$ cat config.mk
export PLATFORM = sky130hd
export DESIGN_NAME = signal_persistence_qualifier_core
export DESIGN_NICKNAME = d
export VERILOG_FILES = /design/src/design/spq_pkg.sv /design/src/design/signal_persistence_qualifier_core.sv
export SDC_FILE = /design/constraint.sdc
export NUM_CORES = 2
export LEC_CHECK = 0
export BUFFER_PORTS_ARGS = -buffer_cell sky130_fd_sc_hd__buf_2
export CAP_MARGIN = 10
export CORE_ASPECT_RATIO = 2
export CORE_UTILIZATION = 25
export CTS_BUF_LIST = sky130_fd_sc_hd__clkbuf_4 sky130_fd_sc_hd__clkbuf_8
export CTS_CLUSTER_DIAMETER = 40
export CTS_CLUSTER_SIZE = 28
export DETAILED_ROUTE_END_ITERATION = 8
export HOLD_SLACK_MARGIN = 0.08
export PLACE_DENSITY = 0.48
export SETUP_SLACK_MARGIN = 0.4
export SLEW_MARGIN = 20
export SYNTH_ARGS = -nofsm -noshare
export SYNTH_HDL_FRONTEND = slang
export SYNTH_MEMORY_MAX_BITS = 65536
export SYNTH_SLANG_ARGS = --single-unit
export TNS_END_PERCENT = 30
$ cat constraint.sdc
create_clock -name i_clk -period 5.49 [get_ports i_clk]
set_input_delay 0.2745 -clock i_clk [delete_from_list [all_inputs] [get_ports i_clk]]
set_output_delay 0.2745 -clock i_clk [all_outputs]
set_load 0.02 [all_outputs]
$ cat src/design/spq_pkg.sv
// ----------------------------------------------------------------------------
// spq_pkg
// Shared field widths, register indexes and side codes for the signal
// persistence qualifier.
// ----------------------------------------------------------------------------
`default_nettype none

package spq_pkg;

    // field widths of one input transaction
    localparam int CHAN_BITS   = 6;
    localparam int SIDE_BITS   = 2;
    localparam int TIME_BITS   = 48;
    localparam int MAX_CHANNEL = 64;

    // configuration register widths
    localparam int PERSIST_BITS = 48;
    localparam int CONFIRM_BITS = 16;
    localparam int CFG_IDX_BITS = 8;
    localparam int CFG_DATA_BITS = 48;

    // stream widths, padded to whole bytes
    localparam int S_TDATA_BITS = 56;
    localparam int S_TUSER_BITS = 8;
    localparam int M_TDATA_BITS = 8;

    // configuration register indexes
    localparam logic [CFG_IDX_BITS-1:0] REG_MIN_PERSIST = 8'd0;
    localparam logic [CFG_IDX_BITS-1:0] REG_MIN_CONFIRM = 8'd1;

    // side codes
    localparam logic [SIDE_BITS-1:0] SIDE_HOLD = 2'd0;

endpackage

`default_nettype wire

$ cat src/design/signal_persistence_qualifier_core.sv
// ----------------------------------------------------------------------------
// signal_persistence_qualifier_core
// Per-channel persistence and confirmation filter for directional signals.
// ----------------------------------------------------------------------------
//
//  channel   dir  handshake              payload
//  --------  ---  ---------------------  -------------------------------------
//  s_axis    in   tvalid / tready        tdata: channel, time_ms; tuser: flags
//  m_axis    out  tvalid / tready        tdata: allow
//  cfg       in   i_cfg_valid/o_cfg_ready i_cfg_index, i_cfg_data
//
//  One transaction per cycle is accepted while m_axis does not stall; its result
//  passes the input/read register, then the result register.
//  Candidate side, first time and count sit in a NUM_CHANNELS-deep memory,
//  capped at MAX_CHANNEL, with a registered read port; the item ahead's write
//  is bypassed into the next item, so back-to-back hits on one channel see
//  current state. Active bits are flip-flops cleared by reset; no clearing
//  pass is needed. A stall on m_axis holds the result register and the
//  processing stage, and s_axis tready drops once the processing stage is
//  full, until the result is taken.
// ----------------------------------------------------------------------------
`default_nettype none

module signal_persistence_qualifier_core #(
    parameter int NUM_CHANNELS = 64,
    parameter int COUNT_BITS   = 16
) (
    input  wire logic                              i_clk,
    input  wire logic                              i_rst_n,
    // [5:0] channel, [53:6] time_ms, [55:54] zero
    input  wire logic [spq_pkg::S_TDATA_BITS-1:0]  s_axis_tdata,
    // [0] sig_valid, [2:1] sig_side, [7:3] zero
    input  wire logic [spq_pkg::S_TUSER_BITS-1:0]  s_axis_tuser,
    input  wire logic                              s_axis_tvalid,
    output logic                                   s_axis_tready,
    // [0] allow, [7:1] zero
    output logic [spq_pkg::M_TDATA_BITS-1:0]       m_axis_tdata,
    output logic                                   m_axis_tvalid,
    input  wire logic                              m_axis_tready,
    input  wire logic                              i_cfg_valid,
    output logic                                   o_cfg_ready,
    input  wire logic [spq_pkg::CFG_IDX_BITS-1:0]  i_cfg_index,
    input  wire logic [spq_pkg::CFG_DATA_BITS-1:0] i_cfg_data
);

    localparam int DEPTH  = (NUM_CHANNELS < spq_pkg::MAX_CHANNEL) ?
                            NUM_CHANNELS : spq_pkg::MAX_CHANNEL;
    localparam int ADDR_W = (DEPTH > 1) ? $clog2(DEPTH) : 1;
    localparam int CMP_W  = (COUNT_BITS > spq_pkg::CONFIRM_BITS) ?
                            COUNT_BITS : spq_pkg::CONFIRM_BITS;

    typedef struct packed {
        logic [COUNT_BITS-1:0]           count;
        logic [spq_pkg::TIME_BITS-1:0]   first_ms;
        logic [spq_pkg::SIDE_BITS-1:0]   side;
    } t_cand;

    // configuration registers
    logic [spq_pkg::PERSIST_BITS-1:0] r_min_persist;
    logic [spq_pkg::CONFIRM_BITS-1:0] r_min_confirm;

    // processing stage
    logic                            r_s1_valid;
    logic [spq_pkg::CHAN_BITS-1:0]   r_ch;
    logic                            r_sig_valid;
    logic [spq_pkg::SIDE_BITS-1:0]   r_side;
    logic [spq_pkg::TIME_BITS-1:0]   r_time;
    t_cand                           r_rd;
    logic                            r_byp;
    t_cand                           r_byp_data;

    // candidate state
    logic [DEPTH-1:0]                r_active;
    t_cand                           r_mem [DEPTH];

    // result register
    logic                            r_out_valid;
    logic                            r_out_allow;

    // stage logic
    logic                            s_acc;
    logic                            s1_go;
    logic [spq_pkg::CHAN_BITS-1:0]   in_ch;
    logic [ADDR_W-1:0]               in_addr;
    logic [ADDR_W-1:0]               s1_addr;
    logic                            s1_in_rng;
    logic                            s1_dir;
    logic                            s1_act;
    logic                            s1_same;
    t_cand                           s1_cur;
    logic [COUNT_BITS-1:0]           s1_cnt_inc;
    logic [spq_pkg::TIME_BITS:0]     s1_diff;
    logic                            s1_time_ok;
    logic                            s1_cnt_ok;
    logic                            s1_allow;
    logic                            s1_wr;
    t_cand                           s1_wd;

    assign o_cfg_ready   = 1'b1;
    assign s1_go         = r_s1_valid && (!r_out_valid || m_axis_tready);
    assign s_axis_tready = !r_s1_valid || s1_go;
    assign s_acc         = s_axis_tvalid && s_axis_tready;
    assign in_ch         = s_axis_tdata[spq_pkg::CHAN_BITS-1:0];
    assign in_addr       = in_ch[ADDR_W-1:0];
    assign s1_addr       = r_ch[ADDR_W-1:0];

    // evaluate the item held in the processing stage
    always_comb begin
        s1_in_rng  = (32'(r_ch) < NUM_CHANNELS);
        s1_dir     = r_sig_valid && (r_side != spq_pkg::SIDE_HOLD);
        s1_act     = s1_in_rng ? r_active[s1_addr] : 1'b0;
        s1_cur     = r_byp ? r_byp_data : r_rd;
        s1_same    = s1_act && (s1_cur.side == r_side);
        s1_cnt_inc = (s1_cur.count == {COUNT_BITS{1'b1}}) ? s1_cur.count :
                     COUNT_BITS'(s1_cur.count + COUNT_BITS'(1));
        s1_diff    = {1'b0, r_time} - {1'b0, s1_cur.first_ms};
        s1_time_ok = !s1_diff[spq_pkg::TIME_BITS] &&
                     (s1_diff[spq_pkg::TIME_BITS-1:0] >= r_min_persist);
        s1_cnt_ok  = (CMP_W'(s1_cnt_inc) >= CMP_W'(r_min_confirm));
        s1_allow   = s1_in_rng && s1_dir && s1_same && s1_time_ok && s1_cnt_ok;
        s1_wr      = s1_in_rng && s1_dir;
        if (s1_same) begin
            s1_wd = '{count: s1_cnt_inc, first_ms: s1_cur.first_ms, side: r_side};
        end else begin
            s1_wd = '{count: COUNT_BITS'(1), first_ms: r_time, side: r_side};
        end
    end

    // write configuration registers
    always_ff @(posedge i_clk) begin
        if (!i_rst_n) begin
            r_min_persist <= '0;
            r_min_confirm <= spq_pkg::CONFIRM_BITS'(1);
        end else if (i_cfg_valid) begin
            if (i_cfg_index == spq_pkg::REG_MIN_PERSIST) begin
                r_min_persist <= i_cfg_data[spq_pkg::PERSIST_BITS-1:0];
            end else if (i_cfg_index == spq_pkg::REG_MIN_CONFIRM) begin
                r_min_confirm <= i_cfg_data[spq_pkg::CONFIRM_BITS-1:0];
            end
        end
    end

    // capture the input transaction and flag a bypass from the item ahead
    always_ff @(posedge i_clk) begin
        if (!i_rst_n) begin
            r_s1_valid <= 1'b0;
            r_byp      <= 1'b0;
        end else begin
            if (s_acc) begin
                r_s1_valid <= 1'b1;
                r_byp      <= s1_go && s1_wr && (r_ch == in_ch);
            end else if (s1_go) begin
                r_s1_valid <= 1'b0;
            end
        end
    end

    always_ff @(posedge i_clk) begin
        if (s_acc) begin
            r_ch        <= in_ch;
            r_time      <= s_axis_tdata[spq_pkg::CHAN_BITS +: spq_pkg::TIME_BITS];
            r_sig_valid <= s_axis_tuser[0];
            r_side      <= s_axis_tuser[1 +: spq_pkg::SIDE_BITS];
            r_byp_data  <= s1_wd;
        end
    end

    // candidate memory: registered read on accept, write as the item leaves
    always_ff @(posedge i_clk) begin
        if (s_acc) begin
            r_rd <= r_mem[in_addr];
        end
        if (s1_go && s1_wr) begin
            r_mem[s1_addr] <= s1_wd;
        end
    end

    // update active bits
    always_ff @(posedge i_clk) begin
        if (!i_rst_n) begin
            r_active <= '0;
        end else if (s1_go && s1_in_rng) begin
            r_active[s1_addr] <= s1_dir && !s1_allow;
        end
    end

    // result register
    always_ff @(posedge i_clk) begin
        if (!i_rst_n) begin
            r_out_valid <= 1'b0;
        end else if (s1_go) begin
            r_out_valid <= 1'b1;
        end else if (m_axis_tready) begin
            r_out_valid <= 1'b0;
        end
    end

    always_ff @(posedge i_clk) begin
        if (s1_go) begin
            r_out_allow <= s1_allow;
        end
    end

    assign m_axis_tvalid = r_out_valid;
    assign m_axis_tdata  = {{(spq_pkg::M_TDATA_BITS-1){1'b0}}, r_out_allow};

    // an allow decision lands in the result register
    a_allow_out: assert property (@(posedge i_clk) disable iff (!i_rst_n)
        s1_go && s1_allow |=> r_out_valid && r_out_allow)
        else $error("allow decision lost on the way to the result register");

    // only an active candidate can allow
    a_allow_active: assert property (@(posedge i_clk) disable iff (!i_rst_n)
        r_s1_valid && s1_allow |-> s1_act && s1_same)
        else $error("allow without an active same-side candidate");

    // an empty processing stage always takes input
    a_ready_empty: assert property (@(posedge i_clk) disable iff (!i_rst_n)
        !r_s1_valid |-> s_axis_tready)
        else $error("input stalled with an empty processing stage");

endmodule

`default_nettype wire
**Yosys cells after proc, flatten, opt, wreduce, memory -nomap -nowiden**

Memory sizes are Yosys's and may differ from the RTL's. A register that Yosys moved wholly into a read port is not among the register bits.
Cells that the tools add are included.

- Input bits: 125
- Logic and storage cells: 64
- Memory bits (writable): 4224
- Flip-flop bits (word level): 255
- Latch bits: 0
- Memories: 1
- Bits in read-only memories: 0
- Output and inout bits: 11

Memory list:

| memory | depth | width | read ports | clocked after Yosys merged registers in | wr ports | line | RTL |
|---|---|---|---|---|---|---|---|
| r_mem | 64 | 66 | 1 | 1 | 1 | signal_persistence_qualifier_core.sv:74 | `t_cand r_mem [DEPTH];` |

- Magnitude comparators: 4
- Mux-type cells: 14
- Bitwise logic cells: 1
- Shifts and indexed selects: 0
- Add/sub/neg operators: 2
- Div/mod/pow operators: 0
- $mul: 0
- Equality and inequality tests: 4
- Reduce and logical (&&, ||, !) cells: 24

Operator list:

| cell | number |
|---|---|
| 2-to-1 mux 66 bit | 2 |
| bitwise mux 64 bit | 1 |
| subtractor 48 x 48 -> 49 bit | 1 |
| >= comparator 48 bit | 1 |
| adder 16 x 1 -> 16 bit (second input constant) | 1 |
| == test 16 bit (second input constant) | 1 |
| >= comparator 16 bit | 1 |
| 2-to-1 mux 16 bit | 1 |
| logical AND 1 bit | 12 |
| == test 8 x 1 -> 1 bit (second input constant) | 1 |
| logical NOT 8 bit | 1 |
| 2-to-1 mux 1 bit | 8 |
| < comparator 6 x 7 -> 1 bit (second input constant) | 1 |
| binary-select mux 1 bit (select 6 bit) | 1 |
| demux 1 bit (select 6 bit) | 1 |
| == test 6 bit | 1 |
| >= comparator 6 x 1 -> 1 bit (second input constant) | 1 |
| nonzero test 2 bit | 3 |
| logical NOT 1 bit | 4 |
| AND reduction 3 bit | 1 |
| == test 2 bit | 1 |
| logical OR 1 bit | 2 |
| AND reduction 2 bit | 1 |
| NOT 1 bit | 1 |

**Depth between registers and ports, before layout**

- Depth in word-level cells: 9
- Gate-level depth with buffers: 28
- Mapped depth without buffers: 21

**Worst setup path before layout**

OpenSTA, ideal clock, no wires.

- Kind: flip-flop to flip-flop
- Start: reg r_byp
- End: reg r_active[32]
- Required time: 5420 ps
- Path buffers: 7
- Data arrival time: 5930 ps
- Cell stages (with the launch flop): 26
- Setup time: 70 ps
- Path slack: -510 ps
- Clock period less this slack: 6000 ps
- Path through: dfxtp_1 -> buf_2 -> buf_2 -> buf_2 -> clkbuf_1 -> clkbuf_1 -> mux2i_1 -> ha_1 -> a21o_1 -> or3b_2 -> o221ai_1 -> o211ai_1 -> a21o_1 -> a21boi_0 -> o21ai_0 -> xor2_1 -> ha_1 -> a211o_1 -> a221oi_1 -> a21oi_1 -> nor4b_1 -> o21ai_0 -> a311o_1 -> buf_4 -> buf_6 -> o21ai_1

- Longest elaborated chain between the ends: 9
- Elaborated cells on any way between the ends: 17
- Those cells by class: 2 x add/sub; 2 x order compare; 2 x eq/ne; 3 x mux; 8 x reduce/logical

Ends and longest elaborated chain:

| what | line | RTL |
|---|---|---|
| start: declaration | signal_persistence_qualifier_core.sv:69 | `logic r_byp;` |
| start signal: assignment | signal_persistence_qualifier_core.sv:151 | `r_byp <= s1_go && s1_wr && (r_ch == in_ch);` |
| 2-to-1 mux 66 bit (*) | signal_persistence_qualifier_core.sv:112 | `s1_cur = r_byp ? r_byp_data : r_rd;` |
| subtractor 48 x 48 -> 49 bit or == test 2 bit (tied branches) | signal_persistence_qualifier_core.sv:116, signal_persistence_qualifier_core.sv:113 |  |
| >= comparator 48 bit (tied with other cells) | signal_persistence_qualifier_core.sv:118 | `(s1_diff[spq_pkg::TIME_BITS-1:0] >= r_min_persist);` |
| logical AND 1 bit, on equally long branches | signal_persistence_qualifier_core.sv:117, signal_persistence_qualifier_core.sv:120 |  |
| logical AND 1 bit | signal_persistence_qualifier_core.sv:120 | `s1_allow = s1_in_rng && s1_dir && s1_same && s1_time_ok && s1_cnt_ok;` |
| logical AND 1 bit (*) | signal_persistence_qualifier_core.sv:120 |  |
| logical NOT 1 bit (*) | signal_persistence_qualifier_core.sv:183 | `r_active[s1_addr] <= s1_dir && !s1_allow;` |
| logical AND 1 bit (*) | signal_persistence_qualifier_core.sv:183 |  |
| bitwise mux 64 bit (*) | signal_persistence_qualifier_core.sv:183 |  |
| end signal: indexed assignment | signal_persistence_qualifier_core.sv:183 |  |
| end: declaration | signal_persistence_qualifier_core.sv:73 | `logic [DEPTH-1:0] r_active;` |

Every way passes the cells marked *; elsewhere a longest branch is shown, timed or not.
A chain may end at the register's enable or synchronous reset.

**Final worst setup path**

- Start: reg r_byp
- End: reg r_active[35]

The elaborated chain is that of the path after synthesis.

==> results.sh <==
export IMPL_overflow=0
export IMPL_cpMostUsedCell="buf_4"
export IMPL_synth_edf_count=4414
export IMPL_pre_cts_slack_ps=-218.6
export IMPL_cp_arrival_ps=6440
export IMPL_postSynthCellCount=7809
export IMPL_fin_util_pct=29.60
export IMPL_leakage_nw=65.28
export IMPL_clock_path_buffers=4
export IMPL_critPathMaxFanout=8
export IMPL_min_period_ps=5367
export IMPL_clock_root_buffer="clkbuf_8"
export IMPL_die_h_um=1192
export IMPL_powerDensity_nw_per_um2=311.8
export IMPL_worst_setup_path_start_kind="register"
export IMPL_yosys_warnings=0
export IMPL_coreArea_um2=704800
export IMPL_rows=436
export IMPL_ys_seq_area_share_pct=76.33
export IMPL_cts_sinks=4545
export IMPL_fin_crit_sh_pct=97.76
export IMPL_synth_main_ff_cell="edfxtp_1"
export IMPL_crit_type="reg2reg"
export IMPL_cp_num_buf_inv=9
export IMPL_area_delta_synth_final_pct=17.83
export IMPL_cts_tree="built"
export IMPL_maxCapViolCount=0
export IMPL_io_pins=136
export IMPL_fp_dieW_um=597.1
export IMPL_grt_pass1_wl_um=797900
export IMPL_fin_skew_ps=114.4
export IMPL_fmax_ghz=0.1863
export IMPL_drc=0
export IMPL_setup_viol=0
export IMPL_antenna_found_initial=76
export IMPL_dieArea_um2=711900
export IMPL_holdCritPathClass="in2reg"
export IMPL_slew_headroom_pct=16.26
export IMPL_hold_viol_final=0
export IMPL_globalplace_congestion=0.8806
export IMPL_rsz0062_at_grt="true"
export IMPL_drt_iter0_markers=9098
export IMPL_stdcell_count=18520
export IMPL_tns_ps=0
export IMPL_htree_levels=5
export IMPL_ys_ff_latch=4545
export IMPL_routed_wl_um=590600
export IMPL_synth_distinct_cells=68
export IMPL_avgSynthCellArea_um2=22.68
export IMPL_fin_ws_ps=123.0
export IMPL_synth_area_leaders="edfxtp_1, mux4_2, dfxtp_1, ha_1, nand2_1"
export IMPL_dr_total_vias=88020
export IMPL_synth_top_area_cell="edfxtp_1"
export IMPL_synthArstFlopShare_pct=0
export IMPL_drt_pass1_iterations=7
export IMPL_p_total_w=0.06505
export IMPL_place_hpwl_um=352800
export IMPL_port_buffers=120
export IMPL_worstMarginPinSlew_ps=1256
export IMPL_fill_cells=68500
export IMPL_slowest_delay_ps=420
export IMPL_synth_top_area_share_pct=74.85
export IMPL_grt_pass1_vias=91480
export IMPL_vias_per_cell=4.753
export IMPL_insertion_delay_ps=1190
export IMPL_grt_max_degree=139
export IMPL_ir_worst_vdd_v=0.0001892
export IMPL_clk_pin_slew_worst_paths_ps=110
export IMPL_drive_gt1_share_pct=33.72
export IMPL_place_inst=17490
export IMPL_path_delay_family="compound AO/OA/AOI/OAI gates"
export IMPL_start_util_pct=25.12
export IMPL_grtUsageTotal_pct=16.27
export IMPL_cpMaxStageDelayCell="dfxtp_4"
export IMPL_syn_area_um2=177100
export IMPL_cts_buffers=361
export IMPL_nNetsFinal=8986
export IMPL_cp_required_ps=6560
export IMPL_ant_nets=0
export IMPL_drv_slew=0
export IMPL_wl_per_cell_um=31.89
export IMPL_crit_path_end_kind="register"
export IMPL_outcome="complete, no violations"
registers in the layout (all words and copies together) (netlist names):
register	flops
r_min_persist	48
r_byp_data	66
r_sig_valid	1
r_min_confirm	16
r_byp	1
r_out_allow	1
r_s1_valid	1
r_active	64
r_rd	66
m_axis_tvalid	1
r_side	2
r_time	48
r_ch	6
r_mem	4224
path summary, 6_finish.rpt:
path	startpoint	endpoint	slack (ps)	cells after the start
worst max-delay path	r_byp	r_active[35]	120	27
worst min-delay path	s_axis_tdata[15]	r_time[9]	180	2
worst max register to register	r_byp	r_active[35]	120	27
worst min register to register	r_active[25]	r_active[25]	460	2
metal layers:
| metal | share of wire [%] | vias to the layer above | wire length, µm | GRT usage (%) |
|---|---|---|---|---|
| li1 | - | 34960 | - | - |
| met2 | 55 | 2982 | 324800 | 30.92 |
| met5 | 0.011 | - | 67 | 0 |
| met1 | 37 | 49250 | 216400 | 18.77 |
| met4 | 4.0 | 10 | 23550 | 6.034 |
| met3 | 4.4 | 816 | 25900 | 1.472 |
cell usage after synthesis (20+ instances only):
| cell | n |
|---|---|
| edfxtp_1 | 4414 |
| nand3_1 | 97 |
| clkbuf_1 | 283 |
| xor2_1 | 22 |
| a21oi_1 | 139 |
| mux2i_1 | 84 |
| nand2_1 | 298 |
| inv_1 | 89 |
| nor2_1 | 134 |
| a21o_1 | 38 |
| buf_1 | 100 |
| nand4_1 | 20 |
| o21ai_0 | 86 |
| mux4_2 | 1393 |
| dfxtp_1 | 131 |
| o21ai_1 | 60 |
| ha_1 | 113 |
| nor2b_1 | 22 |
| xnor2_1 | 38 |
report_power, final:
part | total (W) | internal [W] | leakage, nW | switching (W)
Combinational | 0.00456 | 0.00195 | 17.8 | 0.00261
Clock | 0.0224 | 0.00830 | 4.51 | 0.0141
Sequential | 0.0381 | 0.0380 | 43.0 | 0.0000949
Total | 0.0650 | 0.0483 | 65.3 | 0.0168
placed cells by master (no fill, tap or decap), types with 24 or more instances in the layout:
cell type / n
buf_4: 396
nand3_1: 95
buf_2: 114
inv_1: 86
dlygate4sd3_1: 272
nand2_1: 296
a21o_1: 38
ha_1: 99
nor2_1: 67
o21ai_1: 37
o21ai_4: 50
buf_12: 177
edfxtp_1: 4414
o21ai_0: 28
clkinv_8: 56
a21oi_1: 118
nor2_4: 65
clkbuf_8: 365
inv_6: 59
xnor2_1: 38
clkinvlp_4: 24
inv_12: 31
dfxtp_1: 130
mux2i_1: 59
mux4_2: 1393
diode_2: 41
inv_8: 55
o21ai_2: 32
kinds of logic after synthesis:
group,synth area share [%]
xor+xnor,0.2968
flops,76.33
compound gates,1.439
mux,18.24
simple gates,1.746
other cells,0.004241
buf+inv,1.135
fa+ha+maj,0.8097
worst register-to-register path: stages, from the launching register on:
cell,delay (ps)
dfxtp_4,420
buf_12,150
buf_16,140
mux2i_4,190
ha_2,210
buf_6,120
buf_4,130
a211o_1,290
a221oi_2,230
buf_4,160
a211o_4,150
nand2_2,100
a21oi_4,160
inv_2,70
a2111oi_4,300
xnor2_1,130
ha_1,320
nand4_1,110
nor4_1,90
a221oi_2,310
a21oi_2,100
nor4b_2,230
o21ai_1,110
buf_4,160
a311o_2,390
buf_12,180
buf_16,170
o21ai_2,130
timing repair:
action | 4_1_cts | 5_1_grt
pin swaps | 63 | 18
endpoints found under the hold margin | 265 | 0
buffers inserted | 23 | 3
hold buffers | 272 | 0
cloned | 7 | 0
endpoints found under the setup margin | 65 | 65
resized for setup | 128 | 41
area by class of cell:
cell class                      instances  area, µm²  area share [%]
Clock inverter                        306       4088           1.959
Timing Repair Buffer                  983      10340           4.955
Tap cell                             9417      11780           5.647
Sequential cell                      4545     135200           64.78
Inverter                               90      346.6          0.1661
Clock buffer                          371       5062           2.426
Antenna cell                           41      102.6         0.04917
Multi-Input combinational cell       2766      41760           20.01
through the flow:
| step | hold WS, ps | instance area, µm² |
|---|---|---|
| 4_1_cts | 81.27 | 208200 |
| 6_report | 184.2 | 208700 |
| 3_3_place_gp | 438.7 | 195300 |
| 2_1_floorplan | 373.4 | 177200 |
| 5_1_grt | 175.2 | 208600 |
| 3_5_place_dp | 444.9 | 195400 |
Note: power is estimated with default switching activity, not from simulation.
